`src/hw/rtl/tclp_pkg.sv`:
```
// Shared package for the terminal command line parser.
// Holds result codes, character constants, controller/datapath structs and helpers.
// No dependencies.
package tclp_pkg;

    localparam int LINE_LENGTH_DEF = 32;

    localparam int KIND_W = 3;
    localparam int SPEED_W = 16;

    localparam logic [KIND_W-1:0] KIND_SET_SPEED = 3'd0;
    localparam logic [KIND_W-1:0] KIND_LASER_OFF = 3'd1;
    localparam logic [KIND_W-1:0] KIND_LASER_ON  = 3'd2;
    localparam logic [KIND_W-1:0] KIND_STATUS    = 3'd3;
    localparam logic [KIND_W-1:0] KIND_NO_SPEED  = 3'd4;
    localparam logic [KIND_W-1:0] KIND_BAD_SPEED = 3'd5;
    localparam logic [KIND_W-1:0] KIND_INVALID   = 3'd6;

    localparam logic [7:0] CHAR_CR   = 8'h0D;
    localparam logic [7:0] CHAR_DEL  = 8'h7F;
    localparam logic [7:0] CHAR_BS   = 8'h08;
    localparam logic [7:0] CHAR_ZERO = 8'h30;
    localparam logic [7:0] CHAR_ONE  = 8'h31;
    localparam logic [7:0] CHAR_NINE = 8'h39;
    localparam logic [7:0] CHAR_S    = 8'h53;
    localparam logic [7:0] CHAR_L    = 8'h4C;
    localparam logic [7:0] CHAR_T    = 8'h54;
    localparam logic [7:0] CHAR_A    = 8'h41;
    localparam logic [7:0] CASE_BIT  = 8'h20;

    localparam logic [1:0] CLS_SS = 2'd0;
    localparam logic [1:0] CLS_SL = 2'd1;
    localparam logic [1:0] CLS_ST = 2'd2;

    typedef struct packed {
        logic edit;
        logic start;
        logic fetch;
        logic eval;
        logic emit;
    } tclp_cmd_t;

    typedef struct packed {
        logic line_end;
        logic scan_done;
        logic out_free;
    } tclp_status_t;

    function automatic logic letter_is(input logic [7:0] c, input logic [7:0] upper);
        letter_is = (c == upper) || (c == (upper | CASE_BIT));
    endfunction

endpackage

```
`src/hw/rtl/tclp_ram.sv`:
```
// Generic single-port-write, single-port-read RAM with registered read data.
// No dependencies.
module tclp_ram #(
    parameter int WIDTH = 8,
    parameter int DEPTH = 32,
    parameter int AW = $clog2(DEPTH)
) (
    input  logic             aclk,
    input  logic             wr_en,
    input  logic [AW-1:0]    wr_addr,
    input  logic [WIDTH-1:0] wr_data,
    input  logic [AW-1:0]    rd_addr,
    output logic [WIDTH-1:0] rd_data
);
    logic [WIDTH-1:0] mem_reg [DEPTH];
    logic [WIDTH-1:0] rd_data_reg;

    always_ff @(posedge aclk) begin
        if (wr_en) begin
            mem_reg[wr_addr] <= wr_data;
        end
        rd_data_reg <= mem_reg[rd_addr];
    end

    assign rd_data = rd_data_reg;
endmodule

```
`src/hw/rtl/tclp_ctrl.sv`:
```
// Controller state machine for the terminal command line parser.
// Sequences line editing, the line scan and the hand-off of the result word.
// Depends on tclp_pkg.
module tclp_ctrl import tclp_pkg::*; (
    input  logic         aclk,
    input  logic         aresetn,
    input  logic         s_valid,
    output logic         s_ready,
    input  tclp_status_t status,
    output tclp_cmd_t    cmd
);
    localparam logic [1:0] ST_IDLE  = 2'd0;
    localparam logic [1:0] ST_FETCH = 2'd1;
    localparam logic [1:0] ST_EVAL  = 2'd2;
    localparam logic [1:0] ST_EMIT  = 2'd3;

    logic [1:0] state_reg;
    logic [1:0] state_next;

    always_comb begin
        state_next = state_reg;
        cmd = '0;
        s_ready = 1'b0;
        case (state_reg)
            ST_IDLE: begin
                s_ready = 1'b1;
                if (s_valid) begin
                    if (status.line_end) begin
                        cmd.start = 1'b1;
                        state_next = ST_FETCH;
                    end else begin
                        cmd.edit = 1'b1;
                    end
                end
            end
            ST_FETCH: begin
                cmd.fetch = 1'b1;
                state_next = ST_EVAL;
            end
            ST_EVAL: begin
                cmd.eval = 1'b1;
                if (status.scan_done) begin
                    state_next = ST_EMIT;
                end
            end
            ST_EMIT: begin
                if (status.out_free) begin
                    cmd.emit = 1'b1;
                    state_next = ST_IDLE;
                end
            end
            default: begin
                state_next = ST_IDLE;
            end
        endcase
    end

    always_ff @(posedge aclk) begin
        if (!aresetn) begin
            state_reg <= ST_IDLE;
        end else begin
            state_reg <= state_next;
        end
    end
endmodule

```
`src/hw/rtl/tclp_datapath.sv`:
```
// Datapath of the terminal command line parser: line store, write position,
// command decode registers, laser status and the result word register.
// Depends on tclp_pkg and tclp_ram.
module tclp_datapath import tclp_pkg::*; #(
    parameter int LINE_LENGTH = LINE_LENGTH_DEF
) (
    input  logic               aclk,
    input  logic               aresetn,
    input  logic [7:0]         s_rx_byte,
    input  tclp_cmd_t          cmd,
    output tclp_status_t       status,
    output logic               m_valid,
    input  logic               m_ready,
    output logic [KIND_W-1:0]  m_command_kind,
    output logic [SPEED_W-1:0] m_speed_value,
    output logic               m_laser_on
);
    localparam int AW = $clog2(LINE_LENGTH);
    localparam logic [AW-1:0] LAST_POS = AW'(LINE_LENGTH - 1);

    logic [AW-1:0]      wp_reg, wp_next;
    logic               line_mode_reg, line_mode_next;
    logic               laser_reg, laser_next;
    logic [AW-1:0]      idx_reg, idx_next;
    logic [1:0]         cls_reg, cls_next;
    logic [SPEED_W-1:0] value_reg, value_next;
    logic               has_digit_reg, has_digit_next;
    logic [KIND_W-1:0]  kind_reg, kind_next;
    logic               m_valid_reg, m_valid_next;
    logic [KIND_W-1:0]  out_kind_reg;
    logic [SPEED_W-1:0] out_speed_reg;
    logic               out_laser_reg;

    logic               wr_en;
    logic [AW-1:0]      wr_addr;
    logic [7:0]         wr_data;
    logic [AW-1:0]      rd_addr;
    logic [7:0]         rd_data;
    logic [7:0]         ch;
    logic               erase;
    logic               done;
    logic [3:0]         digit;
    logic [SPEED_W-1:0] acc;

    tclp_ram #(
        .WIDTH(8),
        .DEPTH(LINE_LENGTH)
    ) u_line_store (
        .aclk   (aclk),
        .wr_en  (wr_en),
        .wr_addr(wr_addr),
        .wr_data(wr_data),
        .rd_addr(rd_addr),
        .rd_data(rd_data)
    );

    assign erase = (s_rx_byte == CHAR_DEL) || (s_rx_byte == CHAR_BS);
    assign ch = (idx_reg < wp_reg) ? rd_data : 8'h00;
    assign digit = 4'(ch - CHAR_ZERO);
    assign acc = {value_reg[SPEED_W-4:0], 3'b000} + {value_reg[SPEED_W-2:0], 1'b0}
        + SPEED_W'(digit);
    assign rd_addr = cmd.eval ? AW'(idx_reg + 1'b1) : (cmd.fetch ? '0 : idx_reg);

    always_comb begin
        wr_en = 1'b0;
        wr_addr = wp_reg;
        wr_data = s_rx_byte;
        wp_next = wp_reg;
        line_mode_next = line_mode_reg;
        if (cmd.edit) begin
            line_mode_next = 1'b1;
            if (erase) begin
                if (wp_reg != '0) begin
                    wr_en = 1'b1;
                    wr_addr = AW'(wp_reg - 1'b1);
                    wr_data = 8'h00;
                    wp_next = AW'(wp_reg - 1'b1);
                end
            end else begin
                wr_en = 1'b1;
                if (wp_reg == LAST_POS) begin
                    wp_next = '0;
                    line_mode_next = 1'b0;
                end else begin
                    wp_next = AW'(wp_reg + 1'b1);
                end
            end
        end
        if (cmd.emit) begin
            wp_next = '0;
            line_mode_next = 1'b0;
        end
    end

    always_comb begin
        idx_next = idx_reg;
        cls_next = cls_reg;
        value_next = value_reg;
        has_digit_next = has_digit_reg;
        kind_next = kind_reg;
        done = 1'b0;
        if (cmd.start) begin
            idx_next = '0;
            value_next = '0;
            has_digit_next = 1'b0;
        end
        if (cmd.eval) begin
            idx_next = AW'(idx_reg + 1'b1);
            if (idx_reg == '0) begin
                if (!letter_is(ch, CHAR_S)) begin
                    done = 1'b1;
                    kind_next = KIND_INVALID;
                end
            end else if (idx_reg == AW'(1)) begin
                if (letter_is(ch, CHAR_S)) begin
                    cls_next = CLS_SS;
                end else if (letter_is(ch, CHAR_L)) begin
                    cls_next = CLS_SL;
                end else if (letter_is(ch, CHAR_T)) begin
                    cls_next = CLS_ST;
                end else begin
                    done = 1'b1;
                    kind_next = KIND_INVALID;
                end
            end else begin
                case (cls_reg)
                    CLS_SL: begin
                        done = 1'b1;
                        if (ch == CHAR_ZERO) begin
                            kind_next = KIND_LASER_OFF;
                        end else if (ch == CHAR_ONE) begin
                            kind_next = KIND_LASER_ON;
                        end else begin
                            kind_next = KIND_INVALID;
                        end
                    end
                    CLS_ST: begin
                        done = 1'b1;
                        kind_next = letter_is(ch, CHAR_A) ? KIND_STATUS : KIND_INVALID;
                    end
                    CLS_SS: begin
                        if (ch == 8'h00) begin
                            done = 1'b1;
                            kind_next = has_digit_reg ? KIND_SET_SPEED : KIND_NO_SPEED;
                        end else if (ch < CHAR_ZERO || ch > CHAR_NINE) begin
                            done = 1'b1;
                            kind_next = KIND_BAD_SPEED;
                        end else begin
                            value_next = acc;
                            has_digit_next = 1'b1;
                            if (idx_reg == LAST_POS) begin
                                done = 1'b1;
                                kind_next = KIND_SET_SPEED;
                            end
                        end
                    end
                    default: begin
                        done = 1'b1;
                        kind_next = KIND_INVALID;
                    end
                endcase
            end
        end
    end

    always_comb begin
        laser_next = laser_reg;
        m_valid_next = m_valid_reg && !m_ready;
        if (cmd.emit) begin
            m_valid_next = 1'b1;
            if (kind_reg == KIND_LASER_OFF) begin
                laser_next = 1'b0;
            end else if (kind_reg == KIND_LASER_ON) begin
                laser_next = 1'b1;
            end
        end
    end

    always_ff @(posedge aclk) begin
        if (!aresetn) begin
            wp_reg <= '0;
            line_mode_reg <= 1'b0;
            laser_reg <= 1'b0;
            m_valid_reg <= 1'b0;
        end else begin
            wp_reg <= wp_next;
            line_mode_reg <= line_mode_next;
            laser_reg <= laser_next;
            m_valid_reg <= m_valid_next;
        end
    end

    always_ff @(posedge aclk) begin
        idx_reg <= idx_next;
        cls_reg <= cls_next;
        value_reg <= value_next;
        has_digit_reg <= has_digit_next;
        kind_reg <= kind_next;
        if (cmd.emit) begin
            out_kind_reg <= kind_reg;
            out_speed_reg <= (kind_reg == KIND_SET_SPEED) ? value_reg : '0;
            out_laser_reg <= laser_next;
        end
    end

    assign status.line_end = line_mode_reg && (s_rx_byte == CHAR_CR);
    assign status.scan_done = done;
    assign status.out_free = !m_valid_reg || m_ready;

    assign m_valid = m_valid_reg;
    assign m_command_kind = out_kind_reg;
    assign m_speed_value = out_speed_reg;
    assign m_laser_on = out_laser_reg;
endmodule

```
`src/hw/rtl/terminal_command_line_parser.sv`:
```
// Terminal command line parser: edits received bytes into a line store and decodes
// one command word at each carriage return that ends a line. At a line end the line
// store is scanned one byte per cycle through the single read port of its RAM; a
// result word that is not yet taken delays the return to accepting input.
// Depends on tclp_pkg.
module terminal_command_line_parser import tclp_pkg::*; #(
    parameter int LINE_LENGTH = LINE_LENGTH_DEF
) (
    input  logic               aclk,
    input  logic               aresetn,
    input  logic               s_valid,
    output logic               s_ready,
    input  logic [7:0]         s_rx_byte,
    output logic               m_valid,
    input  logic               m_ready,
    output logic [KIND_W-1:0]  m_command_kind,
    output logic [SPEED_W-1:0] m_speed_value,
    output logic               m_laser_on
);
    tclp_cmd_t    cmd;
    tclp_status_t status;

    tclp_ctrl u_ctrl (
        .aclk   (aclk),
        .aresetn(aresetn),
        .s_valid(s_valid),
        .s_ready(s_ready),
        .status (status),
        .cmd    (cmd)
    );

    tclp_datapath #(
        .LINE_LENGTH(LINE_LENGTH)
    ) u_datapath (
        .aclk          (aclk),
        .aresetn       (aresetn),
        .s_rx_byte     (s_rx_byte),
        .cmd           (cmd),
        .status        (status),
        .m_valid       (m_valid),
        .m_ready       (m_ready),
        .m_command_kind(m_command_kind),
        .m_speed_value (m_speed_value),
        .m_laser_on    (m_laser_on)
    );
endmodule

```
`config.mk`:
```
export PLATFORM = sky130hd
export DESIGN_NAME = terminal_command_line_parser
export DESIGN_NICKNAME = d
export VERILOG_FILES = /design/src/hw/rtl/tclp_pkg.sv /design/src/hw/rtl/tclp_ram.sv /design/src/hw/rtl/tclp_ctrl.sv /design/src/hw/rtl/tclp_datapath.sv /design/src/hw/rtl/terminal_command_line_parser.sv
export SDC_FILE = /design/constraint.sdc
export NUM_CORES = 1
export LEC_CHECK = 0
export BUFFER_PORTS_ARGS = -buffer_cell sky130_fd_sc_hd__buf_2
export CAP_MARGIN = 30
export CORE_MARGIN = 3
export CORE_UTILIZATION = 67
export CTS_CLUSTER_DIAMETER = 60
export DETAILED_ROUTE_END_ITERATION = 10
export HOLD_SLACK_MARGIN = 0.12
export PLACE_DENSITY = 0.85
export SLEW_MARGIN = 20
export SYNTH_ARGS = -nofsm -noshare
export SYNTH_HDL_FRONTEND = slang
export SYNTH_HIERARCHICAL = 1
export SYNTH_SLANG_ARGS = --single-unit
```
`constraint.sdc`:
```
create_clock -name aclk -period 11.59 [get_ports aclk]
set_clock_uncertainty 0.2 [all_clocks]
set_input_delay 2.318 -clock aclk [delete_from_list [all_inputs] [get_ports aclk]]
set_output_delay 2.318 -clock aclk [all_outputs]
set_load 0.1 [all_outputs]
```
# After elaboration in Yosys (flattened, before gate mapping)
# Memories as Yosys holds them, arrays and structs flattened. A register that Yosys moved wholly into a read port is not among the register bits.
# Index checks and enable logic that the tools add are counted.
# totals
elab_cells	161
memories	1
out_inout_bits	22
regBits	57
mem_bits_rw	256
# classes
n_reduce_logical	24
order_cmp	3
n_addsub	6
n_eq_ne	32
bitwise_logic	2
muxes	79
# memory_table
name	words	word_bits	read_ports	rd_ports_with_merged_regs	write_ports	line_no	source
u_datapath.u_line_store.mem_reg	32	8	1	1	1	tclp_ram.sv:15	logic [WIDTH-1:0] mem_reg [DEPTH];
# op_table
cell	n
2-to-1 mux 16 bit	7
== test 8 x 7 -> 1 bit (second input constant)	9
2-to-1 mux 5 bit	9
2-to-1 mux 3 bit	13
2-to-1 mux 1 bit	37
2-to-1 mux 8 bit	4
adder 16 bit	1
adder 16 x 4 -> 16 bit	1
== test 8 x 4 -> 1 bit (second input constant)	2
== test 8 x 6 -> 1 bit (second input constant)	2
2-to-1 mux 2 bit	7
adder 5 x 1 -> 5 bit (second input constant)	2
== test 5 bit (second input constant)	2
!= test 2 bit (second input constant)	5
case mux 3 bit (3 select lines)	1
> comparator 8 x 6 -> 1 bit (second input constant)	1
logical NOT 8 bit	1
less-than comparator 8 x 6 -> 1 bit (second input constant)	1
case mux 2 bit (4 select lines)	1
AND reduction 4 bit	2
logical OR 1 bit	7
== test 2 bit (second input constant)	3
!= test 3 x 2 -> 1 bit (second input constant)	2
!= test 6 x 1 -> 1 bit (second input constant)	1
19 further kinds	25

# Depth between registers and ports, before layout
# Gate-level depths: netlist (run 1).
# logic_depth
depth_word	12
mapped_depth	17
ltp_nobuf	15

# Cells and area by module
# Netlist (run 1), hierarchy kept.
# modules_own_cells
mod	cells_each	area_per_inst_um2	instances	seq_area_each_um2
tclp_ram	417	10053.4	1	7847.5
tclp_datapath	385	3636.0	1	1401.3
tclp_ctrl	23	212.7	1	40.0

# Worst setup path after synthesis (run 1)
# No wires, ideal clock.
# synth_timing
path_kind	input -> register
startpoint	input s_rx_byte[4]
endpoint	memory u_datapath.u_line_store.mem_reg[17][0], enable pin
path_slack_ps	6211
required_time_ps	11020
setup_time_ps	370
arrival_time_ps	4808
cell_stages	9
cell_sequence	or4_4 > nor3_1 > and3b_2 > clkbuf_1 > nand2_1 > nor2_1 > nor2_1 > or3b_2 > nor2_1
# synth_lines
item	line_no	source
from (decl)	terminal_command_line_parser.sv:13	input logic [7:0] s_rx_byte,
to (decl)	tclp_ram.sv:15	

==> flow_metrics.env, run 1 <==
export IMPL_rsz0062_at_grt="false"
export IMPL_worstPathRequired_ps=11580
export IMPL_numCtsBuffers=31
export IMPL_rows=52
export IMPL_totalWireLength_mm=31.4
export IMPL_clockBufferDepth=3
export IMPL_synth_area_top_cells="edfxtp_1 (62%), mux4_2 (13%), dfxtp_1 (5.0%), ha_1 (3.8%), nor2_1 (1.5%)"
export IMPL_leakage_nw=5.24
export IMPL_antenna_left=0
export IMPL_start_util_pct=68.5
export IMPL_overflow=0
export IMPL_min_period_ps=6030
export IMPL_outcome="completed"
export IMPL_synth_cell_type_count=61
export IMPL_die_h_um=150
export IMPL_path_depth=9
export IMPL_final_common_cell="edfxtp_1"
export IMPL_final_setup_viol_count=0
export IMPL_max_slew_margin_rel_pct=31.1
export IMPL_end_kind="register"
export IMPL_slowest_stage="nor2_1"
export IMPL_cp_arrival_ps=6020
export IMPL_hpwl_mm=19.0
export IMPL_cts_tree="done"
export IMPL_fillCellCount=1094
export IMPL_root_buffer="clkbuf_16"
export IMPL_grt_pass1_wl_mm=48.0
export IMPL_dpl_cell_area_um2=14300
export IMPL_final_area_um2=15400
export IMPL_nNetsFinal=925
export IMPL_core_area_um2=20300
export IMPL_ys_seq_area_share_pct=66.8
export IMPL_maxCapViolations=0
export IMPL_drive_above_1_share_pct=23.3
export IMPL_drv_slew=0
export IMPL_syn_avg_cell_area_um2=16.9
export IMPL_insertedDiodeCount=0
export IMPL_wl_per_cell_um=27.0
export IMPL_vias_per_cell=6.77
export IMPL_die_x_um=150
export IMPL_cts_sinks=321
export IMPL_synth_top_area_share_pct=61.8
export IMPL_synthFlopType="edfxtp_1"
export IMPL_ir_worst_vdd_mv=0.216
export IMPL_max_freq_ghz=0.166
export IMPL_hold_viol=0
export IMPL_timing_critical_path_buf_inv=1
export IMPL_syn_inst=825
export IMPL_layout_cells_non_filler=1164
export IMPL_period_share_pct=52.0
export IMPL_hold_path_class="register to register"
export IMPL_portBuffers=33
export IMPL_post_cts_resized=0
export IMPL_min_delay_path_depth=0
export IMPL_synth_nets=881
export IMPL_r2r_cells=15
export IMPL_grt_antenna_before_repair=0
export IMPL_cp_top_family="simple AND/OR/NAND/NOR gates"
export IMPL_die_area_um2=22500
export IMPL_p_per_area_nw_per_um2=158
export IMPL_drc_errors=0
export IMPL_vias=7881
export IMPL_cts_setup_buffers=0
export IMPL_tightest_slew_ps=1000
export IMPL_ys_seq_elements=321
export IMPL_worstSetupPathType="input pin to register"
export IMPL_critPathLaunchType="input pin"
export IMPL_place_congestion=0.925
export IMPL_layout_common_cells="edfxtp_1 (286), mux4_2 (80), nor2_1 (56)"
export IMPL_htree_levels=1
export IMPL_grt_pass1_vias=7778
export IMPL_post_route_util_pct=76.0
export IMPL_cts_clk_slew_worst_paths_ps=60
export IMPL_slowest_delay_ps=790
export IMPL_place_inst=1104
export IMPL_grt_max_degree=65
export IMPL_drtIter0Drc=841
export IMPL_ios=34
export IMPL_synth_area_um2=13900
export IMPL_postCtsHoldBufs=0
export IMPL_clk_latency_ps=560
export IMPL_crit_chain="buf_2 -> or4_4 -> nor3_1 -> and3b_2 -> nand3b_1 -> nand2_1 -> o21ai_1 -> nand3_1 -> nor2_1"
export IMPL_largest_reg_flops=256
export IMPL_setup_tns_ps=0
export IMPL_grt_usage_pct=28.7
export IMPL_holdWs_ps=304
export IMPL_synth_edf_count=286
export IMPL_area_delta_synth_final_pct=11.0
export IMPL_cp_max_fo=34
export IMPL_yosys_area_top_type="edfxtp_1"
export IMPL_ys_warn_count=6
export IMPL_first_pass_iters=5
export IMPL_ys_async_sr_fraction_pct=0
per-stage QoR:
stage	total power, mW	setup WS (ps)
5_1_grt	2.49	5480
4_1_cts	2.45	5720
3_3_place_gp	1.38	5430
3_5_place_dp	1.39	5160
2_1_floorplan	1.35	6210
6_report	2.43	5560
kinds of logic after synthesis:
kind of cell	Yosys count	synth area share, %
xor gates and xnor gates	19	1.20
DFF	321	66.8
buffers and inverters	58	2.01
AOI/OAI and AO/OA	93	4.24
muxes	92	13.9
adders and majority gates	44	4.07
and+or+nand+nor	198	7.78
power breakdown:
group | switching (mW) | total (mW) | internal, mW | leakage, nW
logic | 0.0621 | 0.0937 | 0.0315 | 1.81
registers | 0.00557 | 1.27 | 1.26 | 2.89
clock network | 0.431 | 1.07 | 0.639 | 0.540
total | 0.499 | 2.43 | 1.93 | 5.24
per-layer routing:
metal	part of all wire [%]	GRT usage, %
met5	0	0
met4	2.9	7.55
met3	9.7	4.24
met2	50	47.8
met1	38	40.9
area by class of cell:
class	instances	area (µm²)	area share, %
Multi-Input combinational cell	446	4340	28.1
Clock inverter	24	297	1.92
Tap cell	270	338	2.19
Timing Repair Buffer	46	275	1.78
Inverter	23	86.3	0.559
Sequential cell	321	9290	60.2
Clock buffer	34	807	5.23
worst register-to-register path: cells and delay by family, from the launching register on:
kind / cells / cell delay (ps)
AND/OR/NAND/NOR: 2 / 220
buffers and inverters: 2 / 240
flip-flops: 1 / 480
AO/OA/AOI/OAI: 8 / 2150
adder cells (fa/ha/maj): 3 / 1150
path summary, 6_finish.rpt:
check                                                               to  slack [ps]                    from
worst max-delay path            u_datapath/u_line_store/mem_reg[11][7]        5560            s_rx_byte[7]
worst min-delay path                      u_datapath/m_command_kind[1]         300  u_datapath/kind_reg[1]
worst max register to register                u_datapath/value_reg[15]        7090    u_datapath/wp_reg[2]
worst min register to register            u_datapath/m_command_kind[1]         300  u_datapath/kind_reg[1]
synthesized netlist by cell type (7+ instances only):
| master | count |
|---|---|
| o21ai_0 | 29 |
| a21oi_1 | 17 |
| nand2_1 | 30 |
| xnor2_1 | 11 |
| inv_1 | 23 |
| nand3b_1 | 10 |
| edfxtp_1 | 286 |
| buf_4 | 7 |
| nor2_1 | 56 |
| a21o_1 | 9 |
| ha_1 | 42 |
| xor2_1 | 8 |
| clkbuf_1 | 14 |
| nand3_1 | 23 |
| mux2_2 | 8 |
| and2_1 | 31 |
| dfxtp_1 | 35 |
| mux4_2 | 80 |
No activity file was read; power rests on OpenSTA's default activity.
==> run 2: changes to the inputs <==
--- a/config.mk
+++ b/config.mk
@@ -5,14 +5,15 @@
 export SDC_FILE = /design/constraint.sdc
 export NUM_CORES = 1
 export LEC_CHECK = 0
+export ABC_AREA = 1
 export BUFFER_PORTS_ARGS = -buffer_cell sky130_fd_sc_hd__buf_2
 export CAP_MARGIN = 30
 export CORE_MARGIN = 3
-export CORE_UTILIZATION = 67
+export CORE_UTILIZATION = 57
 export CTS_CLUSTER_DIAMETER = 60
 export DETAILED_ROUTE_END_ITERATION = 10
 export HOLD_SLACK_MARGIN = 0.12
-export PLACE_DENSITY = 0.85
+export PLACE_DENSITY = 0.77
 export SLEW_MARGIN = 20
 export SYNTH_ARGS = -nofsm -noshare
 export SYNTH_HDL_FRONTEND = slang
==> constraint.sdc (replaced) <==
create_clock -name aclk -period 5.2 [get_ports aclk]
set_clock_uncertainty 0.2 [all_clocks]
set_input_delay 1.04 -clock aclk [delete_from_list [all_inputs] [get_ports aclk]]
set_output_delay 1.04 -clock aclk [all_outputs]
set_load 0.1 [all_outputs]
==> run 2 against run 1 <==
Against the previous run: area after synthesis grew 7.7%; synthesized cell count grew 80%; register-to-register slack lost 5800 ps; setup slack lost 4300 ps; sequential power grew 130%; worst hold slack lost 17 ps; sequential cell count is the same; utilization shrank 11 points; clock power grew 120%; first-iteration DRC count grew 50%; die area grew 25%; count of clock-buffer cells in the layout grew 7; largest cell class unchanged.
==> flow_metrics.env, run 2 <==
export IMPL_overflow=0
export IMPL_cp_max_fo=72
export IMPL_synth_top_area_share_pct=57.4
export IMPL_core_area_um2=25500
export IMPL_insertedDiodeCount=0
export IMPL_synth_most_common_cell="nand2_1"
export IMPL_slowest_delay_ps=670
export IMPL_drv_slew=0
export IMPL_hold_viol=0
export IMPL_maxCapViolations=0
export IMPL_syn_inst=1485
export IMPL_grt_use_met1_pct=31.5
export IMPL_root_buffer="clkbuf_16"
export IMPL_max_slew_margin_rel_pct=46.7
export IMPL_multiInputGateArea_um2=4830
export IMPL_p_per_area_nw_per_um2=371
export IMPL_vias=10842
export IMPL_end_kind="register"
export IMPL_p_clk_share_pct=37.5
export IMPL_swShare_pct=26.9
export IMPL_outcome="completed"
export IMPL_ys_top_cells_by_count="nand2_1 (497), edfxtp_1 (286), nand3_1 (240)"
export IMPL_grt_pass1_vias=10498
export IMPL_fillCellCount=1939
export IMPL_p_switching_mw=1.66
export IMPL_ir_worst_vdd_mv=0.324
export IMPL_synthFlopType="edfxtp_1"
export IMPL_ys_async_sr_fraction_pct=0
export IMPL_cts_clk_slew_worst_paths_ps=60
export IMPL_worstPathRequired_ps=5500
export IMPL_setup_tns_ps=0
export IMPL_portBuffers=33
export IMPL_cp_top_family="buffers and inverters"
export IMPL_final_setup_viol_count=0
export IMPL_max_freq_ghz=0.256
export IMPL_numCtsBuffers=31
export IMPL_critical_path_most_common_cell="nand2_1"
export IMPL_area_delta_synth_final_pct=11.1
export IMPL_drc_errors=0
export IMPL_hold_path_class="register to register"
export IMPL_totalWireLength_mm=34.6
export IMPL_ys_seq_elements=321
export IMPL_synth_area_top_cells="edfxtp_1 (57%), nand2_1 (12%), nand3_1 (8.0%), dfxtp_1 (4.7%), ha_1 (3.5%)"
export IMPL_final_common_cell="nand2_1"
export IMPL_slowest_stage="buf_4"
export IMPL_largest_reg_flops=256
export IMPL_synth_top_family_by_area="simple AND/OR/NAND/NOR gates"
export IMPL_p_seq_share_pct=46.6
export IMPL_start_util_pct=58.8
export IMPL_synth_xor_area_share_pct=0.819
export IMPL_drtIter0Drc=1265
export IMPL_postCtsHoldBufs=0
export IMPL_antenna_left=0
export IMPL_p_int_mw=4.50
export IMPL_first_pass_iters=6
export IMPL_crit_chain="inv_1 -> ha_1 -> inv_1 -> nor2_1 -> o21bai_4 -> buf_4 -> buf_4 -> nand2_1 -> nand3_1 -> nand3_1 -> nand2_1 -> nand2_1 -> nand2_1 -> nand2_1 -> nand2_1"
export IMPL_grt_max_degree=76
export IMPL_die_x_um=168
export IMPL_final_seq_area_um2=9290
export IMPL_ios=34
export IMPL_htree_levels=1
export IMPL_synthMuxAreaShare_pct=0
export IMPL_ys_warn_count=6
export IMPL_top_usage_layer="met2"
export IMPL_grt_pass1_wl_mm=55.1
export IMPL_cts_sinks=321
export IMPL_rows=58
export IMPL_nNetsFinal=1603
export IMPL_grt_usage_pct=24.5
export IMPL_vias_per_cell=5.70
export IMPL_holdWs_ps=287
export IMPL_tightest_slew_ps=799
export IMPL_ys_seq_area_share_pct=62.1
export IMPL_cts_tree="done"
export IMPL_clockBufferDepth=3
export IMPL_clk_latency_ps=590
export IMPL_yosys_area_share_simple_pct=25.3
export IMPL_hpwl_mm=22.1
export IMPL_grt_use_met2_pct=42.3
export IMPL_worstSetupPathType="register to register"
export IMPL_pwr_share_comb_pct=15.9
export IMPL_syn_avg_cell_area_um2=10.1
export IMPL_place_congestion=0.933
export IMPL_die_h_um=168
export IMPL_drive_above_1_share_pct=10.4
export IMPL_grt_antenna_before_repair=0
export IMPL_critPathLaunchType="register"
export IMPL_synth_area_um2=15000
export IMPL_timing_critical_path_buf_inv=4
export IMPL_period_share_pct=75.2
export IMPL_synth_compound_area_share_pct=2.14
export IMPL_cp_arrival_ps=4210
export IMPL_synth_edf_count=286
export IMPL_rsz0062_at_grt="false"
export IMPL_synth_cell_type_count=42
export IMPL_cts_setup_buffers=0
export IMPL_use_met3_pct=3.71
export IMPL_wl_per_cell_um=18.2
export IMPL_min_period_ps=3910
export IMPL_leakage_nw=6.85
export IMPL_yosys_area_top_type="edfxtp_1"
export IMPL_post_cts_resized=0
export IMPL_synthAdderAreaFrac_pct=3.78
export IMPL_layout_common_cells="nand2_1 (497), edfxtp_1 (286), nand3_1 (240)"
export IMPL_synth_nets=1541
export IMPL_die_area_um2=28200
## run 2: cell types whose count changed after synthesis, moves of 8 or more
cell,previous run,this run
nand2_1,30,497
nand3_1,23,240
inv_1,23,108
mux4_2,80,0
nor2_1,56,97
and2_1,31,1
buf_6,4,26
o21ai_0,29,15
buf_2,4,17
a21o_1,9,0
nand4_1,4,13
mux2_2,8,0
## run 2: cell families (layout without fill, tap and decap cells)
| group | count (synthesis) | count (layout) |
|---|---|---|
| AO/OA/AOI/OAI | 55 | 55 |
| XOR/XNOR | 14 | 14 |
| buffers and inverters | 171 | 258 |
| flip-flops | 321 | 321 |
| adder cells (fa/ha/maj) | 44 | 44 |
| AND/OR/NAND/NOR | 880 | 880 |
## run 2: power groups by stage
stage	clock, mW	combinational [mW]	sequential (mW)
detailed placement	0	0.954	2.93
finish	2.31	0.980	2.87
floorplan	0	0.719	2.92
CTS	2.33	0.961	2.87
global route	2.45	1.08	2.88
global placement	0	0.927	2.93
## run 2: path summary, 6_finish.rpt
path                           from                            endpoint  slack, ps  depth (start not counted)
max             u_ctrl/state_reg[0]  u_datapath/u_line_store/rd_data[6]       1290                         15
max reg2reg     u_ctrl/state_reg[0]  u_datapath/u_line_store/rd_data[6]       1290                         15
min reg2reg  u_datapath/kind_reg[0]        u_datapath/m_command_kind[0]        290                          0
min          u_datapath/kind_reg[0]        u_datapath/m_command_kind[0]        290                          0
## run 2: area by class of cell
type | count | area share (%)
Sequential cell | 321 | 55.9
Inverter | 111 | 2.51
Clock buffer | 41 | 5.02
Clock inverter | 17 | 1.35
Tap cell | 330 | 2.48
Multi-Input combinational cell | 993 | 29.0
Timing Repair Buffer | 89 | 3.72
## run 2: worst register-to-register path, stage by stage (launching register included)
cell      delay (ps)
dfxtp_1          350
inv_1            120
ha_1             450
inv_1            250
nor2_1           200
o21bai_4         160
buf_4            520
buf_4            680
nand2_1          230
nand3_1          140
nand3_1           90
nand2_1          160
nand2_1           70
nand2_1           90
nand2_1           70
nand2_1           70
## run 2: through the flow
| step | cell area, µm² | cells | utilization [%] | power, mW | setup WS [ps] |
|---|---|---|---|---|---|
| after floorplan | 15000 | 1485 | - | 3.64 | 1430 |
| after global placement | 15500 | 1842 | 61.0 | 3.85 | 1100 |
| after detailed placement | 15600 | 1844 | 61.1 | 3.88 | 1030 |
| after CTS | 16600 | 1902 | 65.3 | 6.17 | 1370 |
| after global routing | 16600 | 1902 | 65.3 | 6.40 | 1020 |
| final | 16600 | 1902 | 65.3 | 6.17 | 1290 |
## run 2: per-layer routing
layer,share of wire [%],up-vias,wire length (µm)
met3,8.8,117,3050
met5,0,-,0
li1,-,5140,-
met4,4.1,0,1410
met1,38,5020,13200
met2,49,565,16900
